--- config.mk ---
export PLATFORM = sky130hd
export DESIGN_NAME = faded_sine_tone_generator_flat
export DESIGN_NICKNAME = d
export VERILOG_FILES = /design/src/rtl/fstg_pkg.sv /design/src/rtl/fstg_in_if.sv /design/src/rtl/fstg_out_if.sv /design/src/rtl/fstg_cfg_if.sv /design/src/rtl/fstg_ser_mul.sv /design/src/rtl/fstg_ser_div.sv /design/src/rtl/faded_sine_tone_generator.sv /design/src/flat_wrapper.sv
export VERILOG_INCLUDE_DIRS = /design/src /design/src/rtl
export SDC_FILE = /design/constraint.sdc
export NUM_CORES = 2
export LEC_CHECK = 0
export BUFFER_PORTS_ARGS = -buffer_cell sky130_fd_sc_hd__buf_4
export CAP_MARGIN = 20
export CORE_UTILIZATION = 60
export DETAILED_ROUTE_END_ITERATION = 10
export PLACE_DENSITY_LB_ADDON = 0.12
export SLEW_MARGIN = 0
export SYNTH_ARGS = -nofsm -noshare
export SYNTH_HDL_FRONTEND = slang
export SYNTH_HIERARCHICAL = 1
export SYNTH_SLANG_ARGS = --single-unit
--- constraint.sdc ---
create_clock -name clk -period 6.62 [get_ports clk]
set_input_delay 0.993 -clock clk [delete_from_list [all_inputs] [get_ports clk]]
set_output_delay 0.993 -clock clk [all_outputs]
set_load 0.01 [all_outputs]
--- src/rtl/assert_macros.svh ---
// Assertion helpers shared by the RTL. Both expect clk and rst_n in scope.
`ifndef ASSERT_MACROS_SVH
`define ASSERT_MACROS_SVH

// prop must hold at every clock edge outside reset
`define FSTG_ASSERT(label, prop, msg) \
  label: assert property (@(posedge clk) disable iff (!rst_n) (prop)) else $error(msg);

// cons must hold in the cycle after ante
`define FSTG_ASSERT_NEXT(label, ante, cons, msg) \
  label: assert property (@(posedge clk) disable iff (!rst_n) (ante) |=> (cons)) else $error(msg);

`endif

--- src/rtl/fstg_pkg.sv ---
package fstg_pkg;

  localparam int CFG_DATA_W = 32;
  localparam int FREQ_W     = 16;
  localparam int AMP_W      = 16;
  localparam int LEN_W      = 32;
  localparam int SAMPLE_W   = 16;
  localparam int PHASE_W    = 32;

  // bit-serial arithmetic units
  localparam int MUL_A_W   = 64;
  localparam int MUL_B_W   = 32;
  localparam int DIV_N_W   = 64;
  localparam int DIV_Q_W   = 32;
  localparam int DIV_D_W   = 18;
  localparam int DIV_CNT_W = 7;

  // sine evaluation
  localparam int ENV_W    = 17;
  localparam int IDX_W    = 17;
  localparam int J_W      = 15;
  localparam int X_W      = 31;
  localparam int X2_W     = 32;
  localparam int T_W      = 31;
  localparam int ANGLE_W  = 46;
  localparam int Q30_SH   = 30;
  localparam int ROM_SH   = 14;
  localparam int TERM_K_W = 3;
  localparam int MAG_LSB  = 48;

  localparam logic [ENV_W-1:0]    ENV_ONE     = 17'h10000;
  localparam logic [T_W-1:0]      Q30_ONE     = 31'h4000_0000;
  localparam logic [MUL_A_W-1:0]  Q30_HALF_PI = 64'd1686629713;
  localparam logic [X2_W-1:0]     ROM_ROUND   = 32'd8192;
  localparam logic [TERM_K_W-1:0] TERM_LAST   = 3'd4;
  localparam logic [SAMPLE_W-1:0] SAMPLE_POS_MAX = 16'h7FFF;
  localparam logic [SAMPLE_W-1:0] SAMPLE_NEG_MAX = 16'h8000;

  typedef enum logic [1:0] {
    REG_FREQ = 2'd0,
    REG_AMP  = 2'd1,
    REG_LEN  = 2'd2,
    REG_FADE = 2'd3
  } cfg_idx_t;

  typedef enum logic [3:0] {
    S_IDLE,
    S_TOTAL,
    S_PHINC,
    S_INDEX,
    S_ANGLE_MUL,
    S_ANGLE_DIV,
    S_SQUARE,
    S_TERM_DIV,
    S_TERM_MUL,
    S_SINE,
    S_AMP,
    S_ENV,
    S_SCALE,
    S_EMIT
  } state_t;

  typedef struct packed {
    logic busy;
    logic done;
  } unit_sts_t;

  // Horner divisors of the sine series, innermost first
  function automatic logic [DIV_D_W-1:0] term_den(input logic [TERM_K_W-1:0] k);
    logic [DIV_D_W-1:0] d;
    unique case (k)
      3'd0:    d = 18'd110;
      3'd1:    d = 18'd72;
      3'd2:    d = 18'd42;
      3'd3:    d = 18'd20;
      default: d = 18'd6;
    endcase
    return d;
  endfunction

endpackage

--- src/rtl/fstg_in_if.sv ---
interface fstg_in_if;
  logic valid;
  logic ready;
  logic start_tone;

  modport source (output valid, output start_tone, input ready);
  modport sink (input valid, input start_tone, output ready);
endinterface

--- src/rtl/fstg_out_if.sv ---
interface fstg_out_if;
  import fstg_pkg::*;

  logic                       valid;
  logic                       ready;
  logic signed [SAMPLE_W-1:0] sample_value;
  logic                       last_of_tone;

  modport source (output valid, output sample_value, output last_of_tone, input ready);
  modport sink (input valid, input sample_value, input last_of_tone, output ready);
endinterface

--- src/rtl/fstg_cfg_if.sv ---
interface fstg_cfg_if;
  import fstg_pkg::*;

  logic                  valid;
  logic                  ready;
  cfg_idx_t              idx;
  logic [CFG_DATA_W-1:0] data;

  modport source (output valid, output idx, output data, input ready);
  modport sink (input valid, input idx, input data, output ready);
endinterface

--- src/rtl/fstg_ser_mul.sv ---
module fstg_ser_mul (
  input  logic                           clk,
  input  logic                           rst_n,
  input  logic                           start,
  input  logic [fstg_pkg::MUL_A_W-1:0]   a,
  input  logic [fstg_pkg::MUL_B_W-1:0]   b,
  output logic [fstg_pkg::MUL_A_W-1:0]   prod,
  output fstg_pkg::unit_sts_t            sts
);
  import fstg_pkg::*;

  logic               run_r, run_nxt;
  logic [MUL_A_W-1:0] a_r, a_nxt;
  logic [MUL_B_W-1:0] b_r, b_nxt;
  logic [MUL_A_W-1:0] acc_r, acc_nxt;

  // shift-add, one multiplier bit a cycle; stop once no set bit is left
  always_comb begin
    run_nxt = run_r;
    a_nxt   = a_r;
    b_nxt   = b_r;
    acc_nxt = acc_r;
    if (start) begin
      run_nxt = 1'b1;
      a_nxt   = a;
      b_nxt   = b;
      acc_nxt = '0;
    end else if (run_r) begin
      if (b_r == '0) begin
        run_nxt = 1'b0;
      end else begin
        if (b_r[0]) begin
          acc_nxt = acc_r + a_r;
        end
        a_nxt = a_r << 1;
        b_nxt = b_r >> 1;
      end
    end
  end

  always_ff @(posedge clk) begin
    if (!rst_n) begin
      run_r <= 1'b0;
    end else begin
      run_r <= run_nxt;
    end
  end

  always_ff @(posedge clk) begin
    a_r   <= a_nxt;
    b_r   <= b_nxt;
    acc_r <= acc_nxt;
  end

  assign prod     = acc_r;
  assign sts.busy = run_r;
  assign sts.done = run_r && (b_r == '0);

endmodule

--- src/rtl/fstg_ser_div.sv ---
module fstg_ser_div (
  input  logic                             clk,
  input  logic                             rst_n,
  input  logic                             start,
  input  logic [fstg_pkg::DIV_N_W-1:0]     num,
  input  logic [fstg_pkg::DIV_CNT_W-1:0]   steps,
  input  logic [fstg_pkg::DIV_D_W-1:0]     den,
  output logic [fstg_pkg::DIV_Q_W-1:0]     quo,
  output fstg_pkg::unit_sts_t              sts
);
  import fstg_pkg::*;

  logic                 run_r, run_nxt;
  logic [DIV_CNT_W-1:0] cnt_r, cnt_nxt;
  logic [DIV_N_W-1:0]   num_r, num_nxt;
  logic [DIV_D_W-1:0]   rem_r, rem_nxt;
  logic [DIV_D_W-1:0]   den_r, den_nxt;
  logic [DIV_Q_W-1:0]   quo_r, quo_nxt;
  logic [DIV_D_W:0]     trial;
  logic                 fits;

  // restoring division: the dividend arrives top-aligned, one bit a cycle
  assign trial = {rem_r, num_r[DIV_N_W-1]};
  assign fits  = trial >= {1'b0, den_r};

  always_comb begin
    run_nxt = run_r;
    cnt_nxt = cnt_r;
    num_nxt = num_r;
    rem_nxt = rem_r;
    den_nxt = den_r;
    quo_nxt = quo_r;
    if (start) begin
      run_nxt = 1'b1;
      cnt_nxt = steps;
      num_nxt = num;
      rem_nxt = '0;
      den_nxt = den;
      quo_nxt = '0;
    end else if (run_r) begin
      if (cnt_r == '0) begin
        run_nxt = 1'b0;
      end else begin
        rem_nxt = fits ? DIV_D_W'(trial - {1'b0, den_r}) : trial[DIV_D_W-1:0];
        quo_nxt = {quo_r[DIV_Q_W-2:0], fits};
        num_nxt = num_r << 1;
        cnt_nxt = cnt_r - 1'b1;
      end
    end
  end

  always_ff @(posedge clk) begin
    if (!rst_n) begin
      run_r <= 1'b0;
    end else begin
      run_r <= run_nxt;
    end
  end

  always_ff @(posedge clk) begin
    cnt_r <= cnt_nxt;
    num_r <= num_nxt;
    rem_r <= rem_nxt;
    den_r <= den_nxt;
    quo_r <= quo_nxt;
  end

  assign quo      = quo_r;
  assign sts.busy = run_r;
  assign sts.done = run_r && (cnt_r == '0);

endmodule

--- src/rtl/faded_sine_tone_generator.sv ---
// Sine tone generator with optional linear fade in and fade out.
// cfg_chan writes tone_frequency, tone_amplitude, tone_length and fade_enable
// (index 0 to 3); cfg_chan.ready is always high. Write it only while idle.
// Every word on in_chan is one sample tick. start_tone = 1 begins a new tone
// (restarting any running one), 0 continues. While a tone runs a tick yields
// one word on out_chan: sample_value and last_of_tone; an idle tick yields none.
// The phase accumulator keeps running across tones.
// Each running tick is worked off by one bit-serial multiplier (stepping through
// the multiplier bits up to the top set bit) and one bit-serial divider (stepping
// through the dividend bits) in turn: 12 multiplies and 7 divides, each with a
// start and a finish step. The word turns valid and in_chan.ready rises at the
// same edge. An idle tick runs only the sample-count multiply.
// in_chan.ready is high only while no tick is in work. A finished word sits in
// the output register; the next tick is accepted and computed while it waits,
// and that tick's word holds in its last step until the register frees.
// Reset (synchronous, rst_n low) clears the config registers, the phase, the counter,
// the envelope and any pending output word; no clearing pass is needed.
`include "assert_macros.svh"

module faded_sine_tone_generator #(
  parameter int SAMPLE_RATE_HZ   = 48000,
  parameter int SAMPLES_PER_MS   = 48,
  parameter int FADE_SAMPLES     = 256,
  parameter int MAX_AMPLITUDE    = 32767,
  parameter int SINE_TABLE_DEPTH = 1024
) (
  input  logic         clk,
  input  logic         rst_n,
  fstg_cfg_if.sink     cfg_chan,
  fstg_in_if.sink      in_chan,
  fstg_out_if.source   out_chan
);
  import fstg_pkg::*;

  localparam logic [DIV_D_W-1:0] RATE_DEN   = DIV_D_W'(SAMPLE_RATE_HZ);
  localparam logic [DIV_D_W-1:0] DEPTH_DEN  = DIV_D_W'(SINE_TABLE_DEPTH);
  localparam logic [IDX_W-1:0]   QUAD_1     = IDX_W'(SINE_TABLE_DEPTH);
  localparam logic [IDX_W-1:0]   QUAD_2     = IDX_W'(2 * SINE_TABLE_DEPTH);
  localparam logic [IDX_W-1:0]   QUAD_3     = IDX_W'(3 * SINE_TABLE_DEPTH);
  localparam logic [MUL_B_W-1:0] QUAD_SCALE = MUL_B_W'(4 * SINE_TABLE_DEPTH);
  localparam logic [J_W-1:0]     DEPTH_J    = J_W'(SINE_TABLE_DEPTH);
  localparam logic [ENV_W-1:0]   ENV_STEP   = ENV_W'(65536 / FADE_SAMPLES);
  localparam logic [LEN_W:0]     FADE_LEN   = (LEN_W+1)'(FADE_SAMPLES);
  localparam logic [MUL_B_W-1:0] MS_MULT    = MUL_B_W'(SAMPLES_PER_MS);
  localparam logic [MUL_B_W-1:0] MAX_MULT   = MUL_B_W'(MAX_AMPLITUDE);

  state_t state_r, state_nxt;
  logic   kick_r, kick_nxt;

  logic [FREQ_W-1:0]  freq_r, freq_nxt;
  logic [AMP_W-1:0]   amp_r, amp_nxt;
  logic [LEN_W-1:0]   len_r, len_nxt;
  logic               fade_r, fade_nxt;

  logic [PHASE_W-1:0] phase_r, phase_nxt;
  logic [LEN_W-1:0]   cnt_r, cnt_nxt;
  logic [ENV_W-1:0]   env_r, env_nxt;
  logic               active_r, active_nxt;

  logic                start_r, start_nxt;
  logic [LEN_W-1:0]    total_r, total_nxt;
  logic [J_W-1:0]      j_r, j_nxt;
  logic                neg_r, neg_nxt;
  logic [X_W-1:0]      x_r, x_nxt;
  logic [X2_W-1:0]     x2_r, x2_nxt;
  logic [X2_W-1:0]     dvd_r, dvd_nxt;
  logic [T_W-1:0]      t_r, t_nxt;
  logic [ENV_W-1:0]    rom_r, rom_nxt;
  logic [TERM_K_W-1:0] term_k_r, term_k_nxt;
  logic [SAMPLE_W-1:0] mag_r, mag_nxt;

  logic                       out_valid_r, out_valid_nxt;
  logic signed [SAMPLE_W-1:0] out_sample_r, out_sample_nxt;
  logic                       out_last_r, out_last_nxt;
  logic                       out_free;

  logic                 mul_start;
  logic [MUL_A_W-1:0]   mul_a;
  logic [MUL_B_W-1:0]   mul_b;
  logic [MUL_A_W-1:0]   mul_prod;
  unit_sts_t            mul_sts;
  logic                 div_start;
  logic [DIV_N_W-1:0]   div_num;
  logic [DIV_CNT_W-1:0] div_steps;
  logic [DIV_D_W-1:0]   div_den;
  logic [DIV_Q_W-1:0]   div_quo;
  unit_sts_t            div_sts;

  logic [LEN_W-1:0]    total_calc;
  logic [IDX_W-1:0]    idx;
  logic [IDX_W-1:0]    off;
  logic [1:0]          quad;
  logic [J_W-1:0]      j_calc;
  logic [X2_W-1:0]     rom_sum;
  logic [ENV_W:0]      rom_q;
  logic [ENV_W-1:0]    rom_calc;
  logic [SAMPLE_W-1:0] neg_mag;
  logic [SAMPLE_W-1:0] sample_bits;
  logic [ENV_W:0]      env_up;
  logic [ENV_W-1:0]    env_rise;
  logic [ENV_W-1:0]    env_fall;
  logic [ENV_W-1:0]    env_calc;
  logic [LEN_W:0]      cnt_ext;
  logic [LEN_W:0]      total_ext;
  logic                last_calc;

  fstg_ser_mul u_mul (
    .clk   (clk),
    .rst_n (rst_n),
    .start (mul_start),
    .a     (mul_a),
    .b     (mul_b),
    .prod  (mul_prod),
    .sts   (mul_sts)
  );

  fstg_ser_div u_div (
    .clk   (clk),
    .rst_n (rst_n),
    .start (div_start),
    .num   (div_num),
    .steps (div_steps),
    .den   (div_den),
    .quo   (div_quo),
    .sts   (div_sts)
  );

  // saturate the sample count to 32 bits
  assign total_calc = (mul_prod[MUL_A_W-1:LEN_W] != '0) ? '1 : mul_prod[LEN_W-1:0];

  // fold the full-wave index into quarter and mirrored offset
  assign idx = mul_prod[PHASE_W+IDX_W-1:PHASE_W];
  always_comb begin
    if (idx >= QUAD_3) begin
      quad = 2'd3;
      off  = idx - QUAD_3;
    end else if (idx >= QUAD_2) begin
      quad = 2'd2;
      off  = idx - QUAD_2;
    end else if (idx >= QUAD_1) begin
      quad = 2'd1;
      off  = idx - QUAD_1;
    end else begin
      quad = 2'd0;
      off  = idx;
    end
    j_calc = quad[0] ? DEPTH_J - off[J_W-1:0] : off[J_W-1:0];
  end

  // round the Q30 sine to Q16 and clamp at unity
  assign rom_sum  = X2_W'(mul_prod[Q30_SH+X_W-1:Q30_SH]) + ROM_ROUND;
  assign rom_q    = rom_sum[X2_W-1:ROM_SH];
  assign rom_calc = (rom_q > {1'b0, ENV_ONE}) ? ENV_ONE : rom_q[ENV_W-1:0];

  always_comb begin
    neg_mag = (mag_r > SAMPLE_NEG_MAX) ? SAMPLE_NEG_MAX : mag_r;
    if (neg_r) begin
      sample_bits = (~neg_mag) + 1'b1;
    end else begin
      sample_bits = (mag_r > SAMPLE_POS_MAX) ? SAMPLE_POS_MAX : mag_r;
    end
  end

  // envelope and end-of-tone for the sample in hand
  assign cnt_ext   = {1'b0, cnt_r};
  assign total_ext = {1'b0, total_r};
  assign env_up    = {1'b0, env_r} + {1'b0, ENV_STEP};
  assign env_rise  = (env_up > {1'b0, ENV_ONE}) ? ENV_ONE : env_up[ENV_W-1:0];
  assign env_fall  = (env_r < ENV_STEP) ? '0 : env_r - ENV_STEP;
  assign last_calc = (cnt_ext + 1'b1) >= total_ext;
  always_comb begin
    if (cnt_ext < FADE_LEN) begin
      env_calc = env_rise;
    end else if ((cnt_ext + FADE_LEN) > total_ext) begin
      env_calc = env_fall;
    end else begin
      env_calc = ENV_ONE;
    end
  end

  assign out_free = !out_valid_r || out_chan.ready;

  always_comb begin
    state_nxt      = state_r;
    kick_nxt       = 1'b0;
    freq_nxt       = freq_r;
    amp_nxt        = amp_r;
    len_nxt        = len_r;
    fade_nxt       = fade_r;
    phase_nxt      = phase_r;
    cnt_nxt        = cnt_r;
    env_nxt        = env_r;
    active_nxt     = active_r;
    start_nxt      = start_r;
    total_nxt      = total_r;
    j_nxt          = j_r;
    neg_nxt        = neg_r;
    x_nxt          = x_r;
    x2_nxt         = x2_r;
    dvd_nxt        = dvd_r;
    t_nxt          = t_r;
    rom_nxt        = rom_r;
    term_k_nxt     = term_k_r;
    mag_nxt        = mag_r;
    out_valid_nxt  = out_valid_r && !out_chan.ready;
    out_sample_nxt = out_sample_r;
    out_last_nxt   = out_last_r;
    mul_start      = 1'b0;
    mul_a          = '0;
    mul_b          = '0;
    div_start      = 1'b0;
    div_num        = '0;
    div_steps      = '0;
    div_den        = RATE_DEN;

    if (cfg_chan.valid) begin
      unique case (cfg_chan.idx)
        REG_FREQ: freq_nxt = cfg_chan.data[FREQ_W-1:0];
        REG_AMP:  amp_nxt  = cfg_chan.data[AMP_W-1:0];
        REG_LEN:  len_nxt  = cfg_chan.data[LEN_W-1:0];
        REG_FADE: fade_nxt = cfg_chan.data[0];
        default:  ;
      endcase
    end

    unique case (state_r)
      S_IDLE: begin
        if (in_chan.valid) begin
          start_nxt = in_chan.start_tone;
          state_nxt = S_TOTAL;
          kick_nxt  = 1'b1;
        end
      end
      S_TOTAL: begin
        mul_start = kick_r;
        mul_a     = MUL_A_W'(len_r);
        mul_b     = fade_r ? MS_MULT : MUL_B_W'(1);
        if (mul_sts.done) begin
          total_nxt = total_calc;
          if (start_r) begin
            cnt_nxt    = '0;
            env_nxt    = '0;
            active_nxt = total_calc != '0;
          end
          if (start_r ? (total_calc != '0) : active_r) begin
            state_nxt = S_PHINC;
            kick_nxt  = 1'b1;
          end else begin
            state_nxt = S_IDLE;
          end
        end
      end
      S_PHINC: begin
        div_start = kick_r;
        div_num   = {freq_r, {(DIV_N_W-FREQ_W){1'b0}}};
        div_steps = DIV_CNT_W'(DIV_N_W - FREQ_W);
        div_den   = RATE_DEN;
        if (div_sts.done) begin
          phase_nxt = phase_r + div_quo;
          state_nxt = S_INDEX;
          kick_nxt  = 1'b1;
        end
      end
      S_INDEX: begin
        mul_start = kick_r;
        mul_a     = MUL_A_W'(phase_r);
        mul_b     = QUAD_SCALE;
        if (mul_sts.done) begin
          j_nxt     = j_calc;
          neg_nxt   = quad[1];
          state_nxt = S_ANGLE_MUL;
          kick_nxt  = 1'b1;
        end
      end
      S_ANGLE_MUL: begin
        mul_start = kick_r;
        mul_a     = Q30_HALF_PI;
        mul_b     = MUL_B_W'(j_r);
        if (mul_sts.done) begin
          state_nxt = S_ANGLE_DIV;
          kick_nxt  = 1'b1;
        end
      end
      S_ANGLE_DIV: begin
        div_start = kick_r;
        div_num   = {mul_prod[ANGLE_W-1:0], {(DIV_N_W-ANGLE_W){1'b0}}};
        div_steps = DIV_CNT_W'(ANGLE_W);
        div_den   = DEPTH_DEN;
        if (div_sts.done) begin
          x_nxt     = div_quo[X_W-1:0];
          state_nxt = S_SQUARE;
          kick_nxt  = 1'b1;
        end
      end
      S_SQUARE: begin
        mul_start = kick_r;
        mul_a     = MUL_A_W'(x_r);
        mul_b     = MUL_B_W'(x_r);
        if (mul_sts.done) begin
          x2_nxt     = mul_prod[Q30_SH+X2_W-1:Q30_SH];
          dvd_nxt    = mul_prod[Q30_SH+X2_W-1:Q30_SH];
          term_k_nxt = '0;
          state_nxt  = S_TERM_DIV;
          kick_nxt   = 1'b1;
        end
      end
      S_TERM_DIV: begin
        div_start = kick_r;
        div_num   = {dvd_r, {(DIV_N_W-X2_W){1'b0}}};
        div_steps = DIV_CNT_W'(X2_W);
        div_den   = term_den(term_k_r);
        if (div_sts.done) begin
          t_nxt    = Q30_ONE - div_quo[T_W-1:0];
          kick_nxt = 1'b1;
          if (term_k_r == TERM_LAST) begin
            state_nxt = S_SINE;
          end else begin
            term_k_nxt = term_k_r + 1'b1;
            state_nxt  = S_TERM_MUL;
          end
        end
      end
      S_TERM_MUL: begin
        mul_start = kick_r;
        mul_a     = MUL_A_W'(x2_r);
        mul_b     = MUL_B_W'(t_r);
        if (mul_sts.done) begin
          dvd_nxt   = mul_prod[Q30_SH+X2_W-1:Q30_SH];
          state_nxt = S_TERM_DIV;
          kick_nxt  = 1'b1;
        end
      end
      S_SINE: begin
        mul_start = kick_r;
        mul_a     = MUL_A_W'(x_r);
        mul_b     = MUL_B_W'(t_r);
        if (mul_sts.done) begin
          rom_nxt   = rom_calc;
          state_nxt = S_AMP;
          kick_nxt  = 1'b1;
        end
      end
      S_AMP: begin
        mul_start = kick_r;
        mul_a     = MUL_A_W'(rom_r);
        mul_b     = MUL_B_W'(amp_r);
        if (mul_sts.done) begin
          state_nxt = S_ENV;
          kick_nxt  = 1'b1;
        end
      end
      S_ENV: begin
        mul_start = kick_r;
        mul_a     = mul_prod;
        mul_b     = fade_r ? MUL_B_W'(env_r) : MUL_B_W'(ENV_ONE);
        if (mul_sts.done) begin
          state_nxt = S_SCALE;
          kick_nxt  = 1'b1;
        end
      end
      S_SCALE: begin
        mul_start = kick_r;
        mul_a     = mul_prod;
        mul_b     = MAX_MULT;
        if (mul_sts.done) begin
          mag_nxt   = mul_prod[MAG_LSB+SAMPLE_W-1:MAG_LSB];
          state_nxt = S_EMIT;
        end
      end
      S_EMIT: begin
        // hold here until the output register frees
        if (out_free) begin
          out_valid_nxt  = 1'b1;
          out_sample_nxt = signed'(sample_bits);
          out_last_nxt   = last_calc;
          if (fade_r) begin
            env_nxt = env_calc;
          end
          cnt_nxt = cnt_r + 1'b1;
          if (last_calc) begin
            active_nxt = 1'b0;
          end
          state_nxt = S_IDLE;
        end
      end
      default: begin
        state_nxt = S_IDLE;
      end
    endcase
  end

  always_ff @(posedge clk) begin
    if (!rst_n) begin
      state_r     <= S_IDLE;
      kick_r      <= 1'b0;
      freq_r      <= '0;
      amp_r       <= '0;
      len_r       <= '0;
      fade_r      <= 1'b0;
      phase_r     <= '0;
      cnt_r       <= '0;
      env_r       <= '0;
      active_r    <= 1'b0;
      out_valid_r <= 1'b0;
    end else begin
      state_r     <= state_nxt;
      kick_r      <= kick_nxt;
      freq_r      <= freq_nxt;
      amp_r       <= amp_nxt;
      len_r       <= len_nxt;
      fade_r      <= fade_nxt;
      phase_r     <= phase_nxt;
      cnt_r       <= cnt_nxt;
      env_r       <= env_nxt;
      active_r    <= active_nxt;
      out_valid_r <= out_valid_nxt;
    end
  end

  always_ff @(posedge clk) begin
    start_r      <= start_nxt;
    total_r      <= total_nxt;
    j_r          <= j_nxt;
    neg_r        <= neg_nxt;
    x_r          <= x_nxt;
    x2_r         <= x2_nxt;
    dvd_r        <= dvd_nxt;
    t_r          <= t_nxt;
    rom_r        <= rom_nxt;
    term_k_r     <= term_k_nxt;
    mag_r        <= mag_nxt;
    out_sample_r <= out_sample_nxt;
    out_last_r   <= out_last_nxt;
  end

  assign cfg_chan.ready       = 1'b1;
  assign in_chan.ready        = (state_r == S_IDLE);
  assign out_chan.valid       = out_valid_r;
  assign out_chan.sample_value = out_sample_r;
  assign out_chan.last_of_tone = out_last_r;

  `FSTG_ASSERT(a_units_exclusive, !(mul_sts.busy && div_sts.busy), "multiplier and divider busy together")
  `FSTG_ASSERT(a_env_bound, env_r <= ENV_ONE, "envelope above unity")
  `FSTG_ASSERT_NEXT(a_tone_holds, active_r && (state_r != S_TOTAL) && !((state_r == S_EMIT) && out_free && last_calc), active_r, "tone stopped without its last word")

endmodule
--- src/flat_wrapper.sv ---
// flat-port wrapper written by rule: the top's interface ports become plain ports
module faded_sine_tone_generator_flat import fstg_pkg::*;
#(
  parameter int SAMPLE_RATE_HZ   = 48000,
  parameter int SAMPLES_PER_MS   = 48,
  parameter int FADE_SAMPLES     = 256,
  parameter int MAX_AMPLITUDE    = 32767,
  parameter int SINE_TABLE_DEPTH = 1024
)
  (clk, rst_n, cfg_chan_valid, cfg_chan_idx, cfg_chan_data, cfg_chan_ready, in_chan_valid, in_chan_start_tone, in_chan_ready, out_chan_valid, out_chan_sample_value, out_chan_last_of_tone, out_chan_ready);
  fstg_cfg_if cfg_chan_i ();
  fstg_in_if in_chan_i ();
  fstg_out_if out_chan_i ();
  input  logic clk;
  input  logic rst_n;
  input wire logic [$bits(cfg_chan_i.valid)-1:0] cfg_chan_valid;
  input wire logic [$bits(cfg_chan_i.idx)-1:0] cfg_chan_idx;
  input wire logic [$bits(cfg_chan_i.data)-1:0] cfg_chan_data;
  output wire logic [$bits(cfg_chan_i.ready)-1:0] cfg_chan_ready;
  input wire logic [$bits(in_chan_i.valid)-1:0] in_chan_valid;
  input wire logic [$bits(in_chan_i.start_tone)-1:0] in_chan_start_tone;
  output wire logic [$bits(in_chan_i.ready)-1:0] in_chan_ready;
  output wire logic [$bits(out_chan_i.valid)-1:0] out_chan_valid;
  output wire logic [$bits(out_chan_i.sample_value)-1:0] out_chan_sample_value;
  output wire logic [$bits(out_chan_i.last_of_tone)-1:0] out_chan_last_of_tone;
  input wire logic [$bits(out_chan_i.ready)-1:0] out_chan_ready;
  assign cfg_chan_i.valid = cfg_chan_valid;
  assign cfg_chan_i.idx = cfg_chan_idx;
  assign cfg_chan_i.data = cfg_chan_data;
  assign cfg_chan_ready = cfg_chan_i.ready;
  assign in_chan_i.valid = in_chan_valid;
  assign in_chan_i.start_tone = in_chan_start_tone;
  assign in_chan_ready = in_chan_i.ready;
  assign out_chan_valid = out_chan_i.valid;
  assign out_chan_sample_value = out_chan_i.sample_value;
  assign out_chan_last_of_tone = out_chan_i.last_of_tone;
  assign out_chan_i.ready = out_chan_ready;
  faded_sine_tone_generator #(.SAMPLE_RATE_HZ(SAMPLE_RATE_HZ), .SAMPLES_PER_MS(SAMPLES_PER_MS), .FADE_SAMPLES(FADE_SAMPLES), .MAX_AMPLITUDE(MAX_AMPLITUDE), .SINE_TABLE_DEPTH(SINE_TABLE_DEPTH)) u_core (.clk(clk), .rst_n(rst_n), .cfg_chan(cfg_chan_i), .in_chan(in_chan_i), .out_chan(out_chan_i));
endmodule
==> results.cfg <==
[synth]
yosysWarnings = 6
syn_area_per_cell_um2 = 9.60
synth_area_um2 = 39100
syn_inst = 4075

[global_route]
antenna_found_initial = 1
grt_max_degree = 154
grt_pass1_vias = 29936
overflow = 0
grt_first_pass_wirelength_um = 178000
gr-usage-all-layers_pct = 34.4

[hold_path]
hold_path.startpoint = u_core/amp_r[0]
whs_endpoint = u_core/amp_r[0]
holdPathStages = 2
hold_path.class = reg -> reg

[final_layout]
fin_cells = 4946
final_common_cell = nand2_1
area_delta_synth_final_pct = 9.14
finalNetCount = 4270
mostFrequentLayoutCells = nand2_1 (539), edfxtp_1 (413), a21oi_1 (363)
layout-drive-gt1-share_pct = 11.9

[clock_network]
cts_buffers = 76
htreeDepth = 3
cts_hold_buf = 0
cts_max_path_buffers = 3
cts-root-buf = clkbuf_16
path_clk_slew_ns = 0.06
cts_sinks = 674
cts.repair.resized = 0
clk_latency_ns = 0.63
post-cts-setup-buffers = 0
cts_tree = built

[timing]
worstMarginPinSlew_ns = 1.05
slew_viol_final = 0
final.setup.worst_slack_ns = 2.41
rsz0062_at_grt = no
hold_viol = 0
setup_viol = 0
skew_ns = 0.0220
fin_setup_tns_ns = 0
fin_crit_ns = 4.21
relSlewSlack_pct = 30.2
timing.fmax_mhz = 238
post-route-period-util_pct = 63.6

[power_and_ir_drop]
p_sw_mw = 5.48
sequentialPowerShare_pct = 39.1
total_leakage_power_nw = 16.4
p_int_mw = 9.50
power.density_nw_per_um2 = 351
power_frac_comb_pct = 32.0
p_sw_share_pct = 36.6
clkPwrFrac_pct = 28.9
vdd_ir_drop_max_mv = 0.255

[placement]
dp_hpwl_um = 79900
dpl.cell_count = 4802
io_buffers = 58
place_ws_ns = 2.45
gp_congestion = 0.979

[run]
cap_violations = 0

[die]
rows = 93
ioPinCount = 60
fp.dieW_um = 257
die-height_um = 257
start_util_pct = 60.7
die_area_um2 = 66200
fp.coreArea_um2 = 64500

[detailed_routing]
first_iter_violations = 3760
ant_nets = 0
route.detailed.drc = 0
dr.pass1.iters = 11
num_vias = 32239
viasPerCell = 6.52
wl_um = 115000
wire_per_inst_um = 23.3

[worst_setup_path]
end_kind = flop
reg2reg_to = u_core/env_r[16]
r2r_start = u_core/cnt_r[8]
path_class = reg -> reg
startpoint_type = flop
critPathArrivalTime_ns = 4.75
reg2reg_depth = 16
path_max_fanout = 9
r2r_slack_ns = 2.41
crit_required_ns = 7.17

[run_status]
status = completed
[worst max-delay path: stages (launching register included)]
cell	delay [ns]
dfxtp_1	0.39
ha_1	0.27
nand3_2	0.18
nor3_2	0.44
and4_1	0.34
and3_1	0.19
nand4_1	0.17
xnor2_1	0.18
ha_1	0.29
nor2b_1	0.13
o21ai_0	0.16
o211ai_1	0.14
a2111oi_0	0.40
o211ai_1	0.14
a21o_1	0.31
a211o_1	0.31
a21oi_1	0.11
[power groups by stage]
stage	Clock (mW)	Combinational, mW	Sequential, mW
5_1_grt	4.54	5.24	5.89
3_3_place_gp	0	4.62	5.92
4_1_cts	4.38	4.69	5.84
2_1_floorplan	0	3.69	5.47
3_5_place_dp	0	4.66	5.93
6_report	4.33	4.79	5.86
[through the flow]
step	area (um^2)	hold slack, ns	utilization, %	total power [mW]
after floorplan	39200	0.436	-	9.16
after global routing	42700	0.478	66.2	15.7
after CTS	42700	0.455	66.2	14.9
final	42700	0.454	66.2	15.0
after detailed placement	40100	0.446	62.3	10.6
after global placement	40100	0.441	62.2	10.5
[metal layers]
layer | global-route usage (%) | vias to the layer above | part of all wire, %
li1 | - | 14907 | -
met1 | 47.2 | 15499 | 41
met2 | 53.7 | 1550 | 45
met3 | 5.56 | 283 | 8.6
met4 | 15.4 | 0 | 5.0
met5 | 0 | - | 0
[cell type report]
class | count | area, um^2
clock buffers | 92 | 2030
clock inverters | 50 | 503
flip-flops and latches | 674 | 17600
multi-input cells | 3038 | 20200
well taps | 855 | 1070
diodes | 1 | 2.50
fillers | 5243 | 21800
inverters | 133 | 503
repair buffers | 103 | 793
[state kept, by name (all words and copies together) (netlist names), 4 cells and up]
signal,cells
u_core/dvd_r,32
u_core/u_div/cnt_r,7
u_core/j_r,15
u_core/freq_r,16
u_core/x_r,31
u_core/out_chan.sample_value,16
u_core/len_r,32
u_core/x2_r,32
u_core/u_mul/prod,64
u_core/u_div/den_r,18
u_core/t_r,31
u_core/phase_r,32
u_core/mag_r,16
u_core/cnt_r,32
u_core/u_mul/a_r,64
u_core/total_r,32
u_core/rom_r,17
u_core/u_mul/b_r,32
u_core/u_div/num_r,64
u_core/u_div/quo,32
u_core/state_r,4
u_core/env_r,9
u_core/u_div/rem_r,18
u_core/amp_r,16
[how the worst max path moves through the flow]
stage,start,end,slack [ns],cells after the start
3_3_place_gp,u_core/cnt_r[8],u_core/env_r[16],2.52,16
4_1_cts,u_core/cnt_r[8],u_core/env_r[16],2.40,16
2_1_floorplan,u_core/u_mul/b_r[6],u_core/term_k_r[0],2.25,6
5_1_grt,u_core/cnt_r[8],u_core/env_r[16],1.99,16
6_report,u_core/cnt_r[8],u_core/env_r[16],2.41,16
3_5_place_dp,u_core/cnt_r[8],u_core/env_r[16],2.45,16
No activity file was read; power rests on OpenSTA's default activity.
